$ cat src/rtl/dpbp_pkg.sv
// Shared types and constants for the depth pixel back-projection core.
// Request payload structs, register indexes and raster limits; no dependencies.
package dpbp_pkg;

	localparam int MAX_WIDTH  = 4096;
	localparam int MAX_HEIGHT = 4096;
	localparam int COL_W      = $clog2(MAX_WIDTH);
	localparam int ROW_W      = $clog2(MAX_HEIGHT);
	localparam int CFG_IDX_W  = 4;

	localparam logic [CFG_IDX_W-1:0] REG_PIXEL_STRIDE    = 4'd0;
	localparam logic [CFG_IDX_W-1:0] REG_UNIT_RECIPROCAL = 4'd1;
	localparam logic [CFG_IDX_W-1:0] REG_MIN_DEPTH       = 4'd2;
	localparam logic [CFG_IDX_W-1:0] REG_MAX_DEPTH       = 4'd3;
	localparam logic [CFG_IDX_W-1:0] REG_CENTER_X        = 4'd4;
	localparam logic [CFG_IDX_W-1:0] REG_CENTER_Y        = 4'd5;
	localparam logic [CFG_IDX_W-1:0] REG_INV_FOCAL_X     = 4'd6;
	localparam logic [CFG_IDX_W-1:0] REG_INV_FOCAL_Y     = 4'd7;

	typedef struct packed {
		logic [15:0] depth_raw;
		logic        line_end;
		logic        frame_start;
	} dpbp_in_t;

	typedef struct packed {
		logic              point_valid;
		logic signed [23:0] point_x;
		logic signed [23:0] point_y;
		logic [23:0]       point_z;
	} dpbp_out_t;

endpackage

$ cat src/rtl/depth_pixel_back_projection_core.sv
// Depth pixel back-projection core: raster counters, sequencer and one shared multiplier.
// Depends on dpbp_pkg for payload structs, register indexes and raster limits.
//
// Channel  Direction  Handshake             Payload
// pix      in         pix_valid/pix_stall   dpbp_in_t  depth_raw, line_end, frame_start
// pnt      out        pnt_valid/pnt_stall   dpbp_out_t point_valid, point_x, point_y, point_z
// cfg      in         cfg_valid/cfg_ready   cfg_index, cfg_data (register write)
//
// A pixel that yields a point runs the one 32x32 multiplier seven times with its product
// registered (z, then three partial products for each of x and y). A pixel off the sampling
// grid or with zero depth goes straight to S_DONE; one out of range goes there from S_ZCHK.
// Reset clears counters, phases, sequencer and output valid, and loads register defaults.
// The output register frees the sequencer: a new pixel is taken while a result waits,
// and a finished result holds in the sequencer until the output register drains.
module depth_pixel_back_projection_core
	import dpbp_pkg::*;
(
	input  logic                 clk,
	input  logic                 arst_n,
	input  logic                 pix_valid,
	output logic                 pix_stall,
	input  dpbp_in_t             pix_data,
	output logic                 pnt_valid,
	input  logic                 pnt_stall,
	output dpbp_out_t            pnt_data,
	input  logic                 cfg_valid,
	output logic                 cfg_ready,
	input  logic [CFG_IDX_W-1:0] cfg_index,
	input  logic [31:0]          cfg_data
);

	typedef enum logic [7:0] {
		S_IDLE = 8'b0000_0001,
		S_ZMUL = 8'b0000_0010,
		S_ZCHK = 8'b0000_0100,
		S_PM   = 8'b0000_1000,
		S_PLO  = 8'b0001_0000,
		S_PHI  = 8'b0010_0000,
		S_PACC = 8'b0100_0000,
		S_DONE = 8'b1000_0000
	} seq_state_t;

	seq_state_t state_q;

	logic [4:0]  pixel_stride_q;
	logic [31:0] unit_recip_q;
	logic [23:0] min_depth_q;
	logic [23:0] max_depth_q;
	logic [19:0] center_x_q;
	logic [19:0] center_y_q;
	logic [31:0] inv_fx_q;
	logic [31:0] inv_fy_q;

	logic [COL_W-1:0] col_q;
	logic [ROW_W-1:0] row_q;
	logic [3:0]       cph_q;
	logic [3:0]       rph_q;

	logic [15:0] raw_q;
	logic [19:0] mag_x_q;
	logic [19:0] mag_y_q;
	logic        neg_x_q;
	logic        neg_y_q;
	logic [23:0] z_q;
	logic        pt_ok_q;
	logic        coord_q;
	logic [11:0] mhi_q;
	logic [64:0] lo_q;
	logic [63:0] prod_q;
	logic signed [23:0] x_q;
	logic signed [23:0] y_q;
	logic        out_valid_q;
	dpbp_out_t   out_q;

	logic             accept;
	logic [4:0]       stride_e;
	logic [COL_W-1:0] col_e;
	logic [ROW_W-1:0] row_e;
	logic [3:0]       cph_e;
	logic [3:0]       rph_e;
	logic [COL_W-1:0] col_n;
	logic [ROW_W-1:0] row_n;
	logic [3:0]       cph_n;
	logic [3:0]       rph_n;
	logic             cand;
	logic [19:0]      pos_x;
	logic [19:0]      pos_y;
	logic [31:0]      mul_a;
	logic [31:0]      mul_b;
	logic [19:0]      mag_sel;
	logic [31:0]      inv_sel;
	logic             neg_sel;
	logic [48:0]      z_sum;
	logic [32:0]      z_full;
	logic             z_ok;
	logic [76:0]      total;
	logic [36:0]      r_mag;
	logic [23:0]      r_sat;
	logic             load_out;

	assign cfg_ready = 1'b1;
	assign pix_stall = (state_q != S_IDLE);
	assign accept    = pix_valid && !pix_stall;
	assign load_out  = (state_q == S_DONE) && (!out_valid_q || !pnt_stall);
	assign pnt_valid = out_valid_q;
	assign pnt_data  = out_q;

	always_comb begin
		if (pixel_stride_q == 5'd0) begin
			stride_e = 5'd1;
		end else if (pixel_stride_q > 5'd16) begin
			stride_e = 5'd16;
		end else begin
			stride_e = pixel_stride_q;
		end
		col_e = pix_data.frame_start ? '0 : col_q;
		row_e = pix_data.frame_start ? '0 : row_q;
		cph_e = pix_data.frame_start ? 4'd0 : cph_q;
		rph_e = pix_data.frame_start ? 4'd0 : rph_q;
		cand  = (cph_e == 4'd0) && (rph_e == 4'd0) && (pix_data.depth_raw != 16'd0);
		pos_x = 20'({col_e, 8'h00});
		pos_y = 20'({row_e, 8'h00});
		col_n = col_e;
		row_n = row_e;
		cph_n = cph_e;
		rph_n = rph_e;
		if (pix_data.line_end) begin
			col_n = '0;
			cph_n = 4'd0;
			if (row_e < ROW_W'(MAX_HEIGHT - 1)) begin
				row_n = row_e + ROW_W'(1);
				rph_n = (({1'b0, rph_e} + 5'd1) >= stride_e) ? 4'd0 : (rph_e + 4'd1);
			end
		end else if (col_e < COL_W'(MAX_WIDTH - 1)) begin
			col_n = col_e + COL_W'(1);
			cph_n = (({1'b0, cph_e} + 5'd1) >= stride_e) ? 4'd0 : (cph_e + 4'd1);
		end
	end

	always_comb begin
		mag_sel = coord_q ? mag_y_q : mag_x_q;
		inv_sel = coord_q ? inv_fy_q : inv_fx_q;
		neg_sel = coord_q ? neg_y_q : neg_x_q;
		case (state_q)
			S_ZMUL: begin
				mul_a = {16'd0, raw_q};
				mul_b = unit_recip_q;
			end
			S_PM: begin
				mul_a = {12'd0, mag_sel};
				mul_b = {8'd0, z_q};
			end
			S_PLO: begin
				mul_a = prod_q[31:0];
				mul_b = inv_sel;
			end
			S_PHI: begin
				mul_a = {20'd0, mhi_q};
				mul_b = inv_sel;
			end
			default: begin
				mul_a = 32'd0;
				mul_b = 32'd0;
			end
		endcase
	end

	always_comb begin
		z_sum  = {1'b0, prod_q[47:0]} + 49'h8000;
		z_full = z_sum[48:16];
		z_ok   = (z_full >= {9'd0, min_depth_q}) && (z_full <= {9'd0, max_depth_q});
		total  = {12'd0, lo_q} + {1'b0, prod_q[43:0], 32'd0};
		r_mag  = total[76:40];
		if (neg_sel) begin
			r_sat = (r_mag > 37'd8388608) ? 24'h800000 : (24'd0 - r_mag[23:0]);
		end else begin
			r_sat = (r_mag > 37'd8388607) ? 24'h7FFFFF : r_mag[23:0];
		end
	end

	always_ff @(posedge clk or negedge arst_n) begin
		if (!arst_n) begin
			pixel_stride_q <= 5'd2;
			unit_recip_q   <= 32'd4294967;
			min_depth_q    <= 24'd13107;
			max_depth_q    <= 24'd524288;
			center_x_q     <= 20'd82188;
			center_y_q     <= 20'd62323;
			inv_fx_q       <= 32'd11091537;
			inv_fy_q       <= 32'd11091537;
		end else if (cfg_valid && cfg_ready) begin
			case (cfg_index)
				REG_PIXEL_STRIDE:    pixel_stride_q <= cfg_data[4:0];
				REG_UNIT_RECIPROCAL: unit_recip_q   <= cfg_data;
				REG_MIN_DEPTH:       min_depth_q    <= cfg_data[23:0];
				REG_MAX_DEPTH:       max_depth_q    <= cfg_data[23:0];
				REG_CENTER_X:        center_x_q     <= cfg_data[19:0];
				REG_CENTER_Y:        center_y_q     <= cfg_data[19:0];
				REG_INV_FOCAL_X:     inv_fx_q       <= cfg_data;
				REG_INV_FOCAL_Y:     inv_fy_q       <= cfg_data;
				default: begin
				end
			endcase
		end
	end

	always_ff @(posedge clk or negedge arst_n) begin
		if (!arst_n) begin
			state_q     <= S_IDLE;
			col_q       <= '0;
			row_q       <= '0;
			cph_q       <= 4'd0;
			rph_q       <= 4'd0;
			pt_ok_q     <= 1'b0;
			coord_q     <= 1'b0;
			out_valid_q <= 1'b0;
		end else begin
			if (load_out) begin
				out_valid_q <= 1'b1;
			end else if (!pnt_stall) begin
				out_valid_q <= 1'b0;
			end
			case (state_q)
				S_IDLE: begin
					if (accept) begin
						col_q   <= col_n;
						row_q   <= row_n;
						cph_q   <= cph_n;
						rph_q   <= rph_n;
						pt_ok_q <= 1'b0;
						coord_q <= 1'b0;
						state_q <= cand ? S_ZMUL : S_DONE;
					end
				end
				S_ZMUL: state_q <= S_ZCHK;
				S_ZCHK: begin
					pt_ok_q <= z_ok;
					state_q <= z_ok ? S_PM : S_DONE;
				end
				S_PM:  state_q <= S_PLO;
				S_PLO: state_q <= S_PHI;
				S_PHI: state_q <= S_PACC;
				S_PACC: begin
					coord_q <= 1'b1;
					state_q <= coord_q ? S_DONE : S_PM;
				end
				S_DONE: begin
					if (load_out) begin
						state_q <= S_IDLE;
					end
				end
				default: state_q <= S_IDLE;
			endcase
		end
	end

	always_ff @(posedge clk) begin
		prod_q <= mul_a * mul_b;
		if (accept) begin
			raw_q   <= pix_data.depth_raw;
			neg_x_q <= pos_x < center_x_q;
			neg_y_q <= pos_y < center_y_q;
			mag_x_q <= (pos_x < center_x_q) ? (center_x_q - pos_x) : (pos_x - center_x_q);
			mag_y_q <= (pos_y < center_y_q) ? (center_y_q - pos_y) : (pos_y - center_y_q);
		end
		if (state_q == S_ZCHK) begin
			z_q <= z_full[23:0];
		end
		if (state_q == S_PLO) begin
			mhi_q <= prod_q[43:32];
		end
		if (state_q == S_PHI) begin
			lo_q <= {1'b0, prod_q} + 65'h80_0000_0000;
		end
		if (state_q == S_PACC) begin
			if (coord_q) begin
				y_q <= r_sat;
			end else begin
				x_q <= r_sat;
			end
		end
		if (load_out) begin
			out_q.point_valid <= pt_ok_q;
			out_q.point_x     <= pt_ok_q ? x_q : 24'sd0;
			out_q.point_y     <= pt_ok_q ? y_q : 24'sd0;
			out_q.point_z     <= pt_ok_q ? z_q : 24'd0;
		end
	end

	a_invalid_zero: assert property (@(posedge clk) disable iff (!arst_n)
		pnt_valid && !pnt_data.point_valid |->
			pnt_data.point_x == 24'sd0 && pnt_data.point_y == 24'sd0
			&& pnt_data.point_z == 24'd0)
		else $error("invalid point carries nonzero coordinates");

	a_busy_after_accept: assert property (@(posedge clk) disable iff (!arst_n)
		pix_valid && !pix_stall |=> pix_stall)
		else $error("sequencer free right after a request");

	a_frame_start_clear: assert property (@(posedge clk) disable iff (!arst_n)
		pix_valid && !pix_stall && pix_data.frame_start && !pix_data.line_end |=>
			row_q == '0 && col_q == COL_W'(1))
		else $error("frame start did not restart the counters");

	a_done_loads: assert property (@(posedge clk) disable iff (!arst_n)
		state_q == S_DONE && !out_valid_q |=> pnt_valid && state_q == S_IDLE)
		else $error("finished result not moved to output register");

endmodule
$ cat config.mk
export PLATFORM = sky130hd
export DESIGN_NAME = depth_pixel_back_projection_core
export DESIGN_NICKNAME = d
export VERILOG_FILES = /design/src/rtl/dpbp_pkg.sv /design/src/rtl/depth_pixel_back_projection_core.sv
export SDC_FILE = /design/constraint.sdc
export NUM_CORES = 2
export LEC_CHECK = 0
export BUFFER_PORTS_ARGS = -buffer_cell sky130_fd_sc_hd__buf_4
export CAP_MARGIN = 30
export CORE_AREA = 2 2 320 322
export DETAILED_ROUTE_END_ITERATION = 6
export DIE_AREA = 0 0 322 324
export PLACE_DENSITY = 0.73
export SYNTH_ARGS = -nofsm -noshare
export SYNTH_HDL_FRONTEND = slang
export SYNTH_SLANG_ARGS = --single-unit
$ cat constraint.sdc
create_clock -name clk -period 18.4 [get_ports clk]
set_clock_uncertainty 0.05 [all_clocks]
set_input_delay 1.84 -clock clk [delete_from_list [all_inputs] [get_ports clk]]
set_output_delay 1.84 -clock clk [all_outputs]
set_load 0.005 [all_outputs]
## After elaboration in Yosys (flattened, before gate mapping)

Index checks and enable logic that the tools add are counted.

| cells by class | value |
|---|---|
| mux-type cells | 37 |
| $mul | 1 |
| $add $sub $neg | 14 |
| bitwise gates (word level) | 1 |
| equal/unequal tests | 19 |
| magnitude comparators | 11 |
| reduce and logical (&&, ||, !) cells | 31 |

Operators with widths:

| kind | number |
|---|---|
| $pmux W32 S4 | 1 |
| $pmux W32 S3 | 1 |
| $sub A20 B20 Y20 | 4 |
| $add A65 B76 Y77 | 1 |
| $mux W12 | 6 |
| $mux W24 | 3 |
| $add A64 B40 Y65 const B | 1 |
| $mul A32 B32 Y64 | 1 |
| $pmux W8 S8 | 1 |
| $mux W20 | 3 |
| $add A48 B16 Y49 const B | 1 |
| $lt A20 B20 Y1 | 2 |
| $mux W8 | 5 |
| $gt A37 B23 Y1 const B | 1 |
| $gt A37 B24 Y1 const B | 1 |
| $ge A33 B24 Y1 | 1 |
| $le A33 B24 Y1 | 1 |
| $mux W32 | 1 |
| $mux W4 | 8 |
| $reduce_and A2 Y1 | 14 |
| $add A12 B1 Y12 const B | 2 |
| $lt A12 B12 Y1 const B | 2 |
| $sub A1 B24 Y24 const A | 1 |
| $eq A4 B3 Y1 const B | 4 |
| 29 further kinds | 48 |

| word-level totals | value |
|---|---|
| word-level logic and storage cells | 145 |
| output and inout bits | 76 |
| register bits after elaboration | 576 |

## Logic depth before layout (Yosys ltp)

| depth | value |
|---|---|
| depth after elaboration | 7 |
| mapped depth | 39 |
| depth with buffers taken out | 36 |

## Least setup slack after synthesis

OpenSTA, ideal clock, no wires.

| path | value |
|---|---|
| path type | flip-flop to flip-flop |
| start point | register state_q[1] |
| end point | register prod_q[61] |
| stages on the path, launching flop included | 34 |
| data arrival time | 9,752 ps |
| library setup time | 72 ps |
| path slack | 8,526 ps |
| cells stage by stage | dfrtp_1 > nor4_1 > nand2_1 > nor3b_1 > nor2_1 > clkbuf_1 > buf_1 > o21ai_1 > clkbuf_1 > nand2_1 > fa_1 > inv_1 > fa_1 > inv_1 > fa_1 > inv_1 > fa_1 > fa_1 > fa_1 > fa_1 > inv_1 > fa_1 > inv_1 > ha_1 > a21oi_1 > o21bai_1 > a21oi_1 > o221ai_1 > o31a_1 > a41oi_1 > o221ai_1 > nor2b_1 > o41ai_1 > xnor2_1 |

| on the way | value |
|---|---|
| cells in the longest elaborated chain, start to end | 4 |
| elaborated cells on any way between the ends | 8 |
| classes of those cells | mul (1); eq/ne (4); mux (2); reduce/logical (1) |

RTL lines:

| item | RTL line | RTL |
|---|---|---|
| from (decl) | depth_pixel_back_projection_core.sv:43 | `seq_state_t state_q;` |
| from (signal assigned) | depth_pixel_back_projection_core.sv:232 | `state_q <= cand ? S_ZMUL : S_DONE;` |
| from (signal assigned) | depth_pixel_back_projection_core.sv:238 | `state_q <= z_ok ? S_PM : S_DONE;` |
| from (signal assigned) | depth_pixel_back_projection_core.sv:245 | `state_q <= coord_q ? S_DONE : S_PM;` |
| $eq A8 B5 Y1 / $eq A8 B6 Y1 (equally long branches) | depth_pixel_back_projection_core.sv:144 | `case (state_q)` |
| $reduce_or A2 Y1 (no source line) | n/a |  |
| $pmux W32 S3 | depth_pixel_back_projection_core.sv:144 |  |
| $mul A32 B32 Y64 (*) | depth_pixel_back_projection_core.sv:258 | `prod_q <= mul_a * mul_b;` |
| to (signal assigned) | depth_pixel_back_projection_core.sv:258 |  |
| to (decl) | depth_pixel_back_projection_core.sv:69 | `logic [63:0] prod_q;` |

Mark *: on every way between the ends. The rest lies on a longest branch, timed or not.
A chain may end at the register's enable or synchronous reset.

## Worst setup path in the final report

Same ends and word-level chain as after synthesis.

==> out/metrics.cfg <==
[power]
vdd_drop_max_mv = 0.07203
p_per_area_nw_per_um2 = 60.87
p_comb_share_pct = 30.1
p_switching_mw = 1.433
p_seq_share_pct = 41.8
internal_power_mw = 2.525
leakage_nw = 30.50
switching_share_pct = 36.21
clkPwrFrac_pct = 28.1

[clock_tree]
cts_root_buf = clkbuf_16
post_cts_buffers = 0
cts_tree = yes
cts.sinks = 544
post_cts_resized = 0
cts_buffer_depth = 3
clkTransAtPathRegs_ns = 0.07
cts_hold_buf = 0
ctsHtreeMaxLevel = 2
clk_latency_ns = 0.64
cts_inserted_buffers = 52

[timing]
finalSetupTns_ns = 0
worstMarginPinSlew_ns = 1.245
min_period_ns = 11.14
setup_violations = 0
post-route-period-util_pct = 60.53
fin_ws_ns = 7.263
maxSlewViolCount = 0
rsz0062_at_grt = false
hold_viol_final = 0
fmax_mhz = 89.79
max_slew_margin_pct = 17.02

[final_layout]
fill_cells = 8189
multi_input_area_sq_um = 40810
final_util_pct = 64.37
nets = 7627
final_area_sq_um = 65020
area_delta_synth_final_pct = 8.240
regArea_sq_um = 14620
drive_gt1_share_pct = 10.25
final_cell_count_no_fill = 7616

[place]
port_buffers = 133
dp_hpwl_mm = 144.9
pre_cts_slack_ns = 7.502
dpl_cell_area_sq_um = 63160
place_congestion = 1.014
dp_cells = 7510

[logic_synthesis]
yosysSeqAreaShare_pct = 24.32
synth_compound_area_share_pct = 8.144
synth_warnings = 0
async_flop_share_pct = 42.65
synthDominantCellAreaShare_pct = 29.93
synthCells = 6222
yosys.area.top_type = fa_1
synth_area_sq_um = 60070
synth_common_cells = inv_1, fa_1, nor2_1
avgSynthCellArea_sq_um = 9.654
synth_edf_count = 248
synth-seq-cells = 544
synth_top_family_by_area = adder cells
synth_area_leaders = fa_1, edfxtp_1, ha_1, dfrtp_1, inv_1
synth-xor-area-share_pct = 2.668
synthAdderAreaFrac_pct = 38.45
yosys.area_share.simple_pct = 13.86
synthMuxAreaShare_pct = 4.112
synth_nets = 7588
yosysMostFrequentCell = inv_1
ys_types = 91
synth-main-ff-cell = edfxtp_1

[critical_path]
endpoint_kind = register
worstSetupStartpointType = register
crit_type = reg -> reg
required_ns = 18.93
cp_max_fo = 55
crit_top_cell = fa_1
worst-endpoint-arrival_ns = 11.66
max_stage_delay_ns = 0.89
r2r_slack_ns = 7.26
slowest_stage = a221o_1

[global_routing]
antenna_found_initial = 4
grt_start_max_net_pins = 94
grt_usage_pct = 37.13
grt_pass1_vias = 47160
gr-total-overflow = 0
grt_pass1_wl_mm = 286.4

[route]
post-route-drc-count = 11
first_pass_iters = 7
drtIter0Drc = 4516
vias = 46270
drt-total-wl_mm = 188.2
ant_nets = 0
via_per_inst = 6.075
post_drt_wl_per_cell_um = 24.71

[floorplanning]
initial_core_util_pct = 59.47
die_area_sq_um = 104300
rows = 117
die_x_um = 322
ios = 135
die_h_um = 324
core_sq_um = 101000

[status]
failed_checks = DRC
outcome = finished, violations left

[run]
maxCapViolations = 0

[hold_path]
min_path_type = reg -> reg

==> worst max-delay path: cells and delay by family (launching register included) <==
family	cells	cell delay [ns]
and+or+nand+nor	8	1.91
buffers and inverters	7	1.13
adders and majority gates	9	4.18
xor gates and xnor gates	1	0.16
AOI/OAI and AO/OA	9	3.22
DFF	1	0.42
==> routing by layer <==
layer | up-vias | routed length (um) | track usage [%] | part of all wire, %
met2 | 2488 | 81600 | 56.03 | 43
met4 | 4 | 13610 | 21.23 | 7.2
met1 | 23200 | 71960 | 48.80 | 38
li1 | 19920 | - | - | -
met5 | - | 25 | 0 | 0.013
met3 | 658 | 21020 | 9.796 | 11
==> state kept, by name (all words and copies together) (netlist names), 8 cells and up <==
register      count
mag_y_q          20
y_q              24
raw_q            16
state_q           8
center_x_q       20
unit_recip_q     32
min_depth_q      24
row_q            12
inv_fx_q         32
pnt_data         73
mhi_q            12
x_q              24
inv_fy_q         32
z_q              24
lo_q             33
center_y_q       20
max_depth_q      24
prod_q           64
mag_x_q          20
col_q            12
==> cell usage in the layout, fill, tap and decap left out, drive strengths merged, types with 69 or more instances in the layout <==
cell type | Yosys | layout
ha | 409 | 409
nand2 | 640 | 640
nand3 | 71 | 71
buf | 19 | 268
a21o | 101 | 101
mux2 | 158 | 158
fa | 898 | 898
edfxtp | 248 | 248
xnor2 | 120 | 120
dfrtp | 171 | 171
o21ai | 168 | 168
a21oi | 158 | 158
and2 | 106 | 106
mux2i | 69 | 69
inv | 1061 | 1066
nor2 | 748 | 748
==> kinds of logic after synthesis <==
logic type,after synthesis
adders and majority gates,1307
and+or+nand+nor,1893
DFF,544
muxes,227
buffers and inverters,1346
AOI/OAI and AO/OA,721
xor gates and xnor gates,183
other,1
==> worst paths after layout <==
path | startpoint | endpoint | cells after the start
max | state_q[1] | prod_q[61] | 34
min | col_q[7] | col_q[7] | 2
max reg2reg | state_q[1] | prod_q[61] | 34
min reg2reg | col_q[7] | col_q[7] | 2
max in group asynchronous | arst_n | coord_q | 4
min in group asynchronous | arst_n | col_q[6] | 1
==> area by class of cell <==
| class | count | share of cell area (%) |
|---|---|---|
| Antenna cell | 3 | 0.01155 |
| Clock buffer | 63 | 2.126 |
| Clock inverter | 34 | 0.5369 |
| Inverter | 1063 | 6.137 |
| Multi-Input combinational cell | 4332 | 62.77 |
| Sequential cell | 544 | 22.48 |
| Tap cell | 1309 | 2.519 |
| Timing Repair Buffer | 268 | 3.420 |
==> power groups by stage <==
stage,clock network [mW],registers [mW],logic [mW]
global route,1.17,1.67,1.27
floorplan,0,1.59,0.693
CTS,1.12,1.65,1.16
finish,1.11,1.66,1.19
detailed placement,0,1.67,1.15
global placement,0,1.66,1.12
==> stage by stage <==
step | hold WS (ns) | total power [mW]
final | 0.4436 | 3.958
after detailed placement | 0.4327 | 2.822
after global placement | 0.3946 | 2.783
after CTS | 0.4464 | 3.930
after global routing | 0.4540 | 4.114
after floorplan | 0.3564 | 2.282
Note: power is estimated with default switching activity, not from simulation.
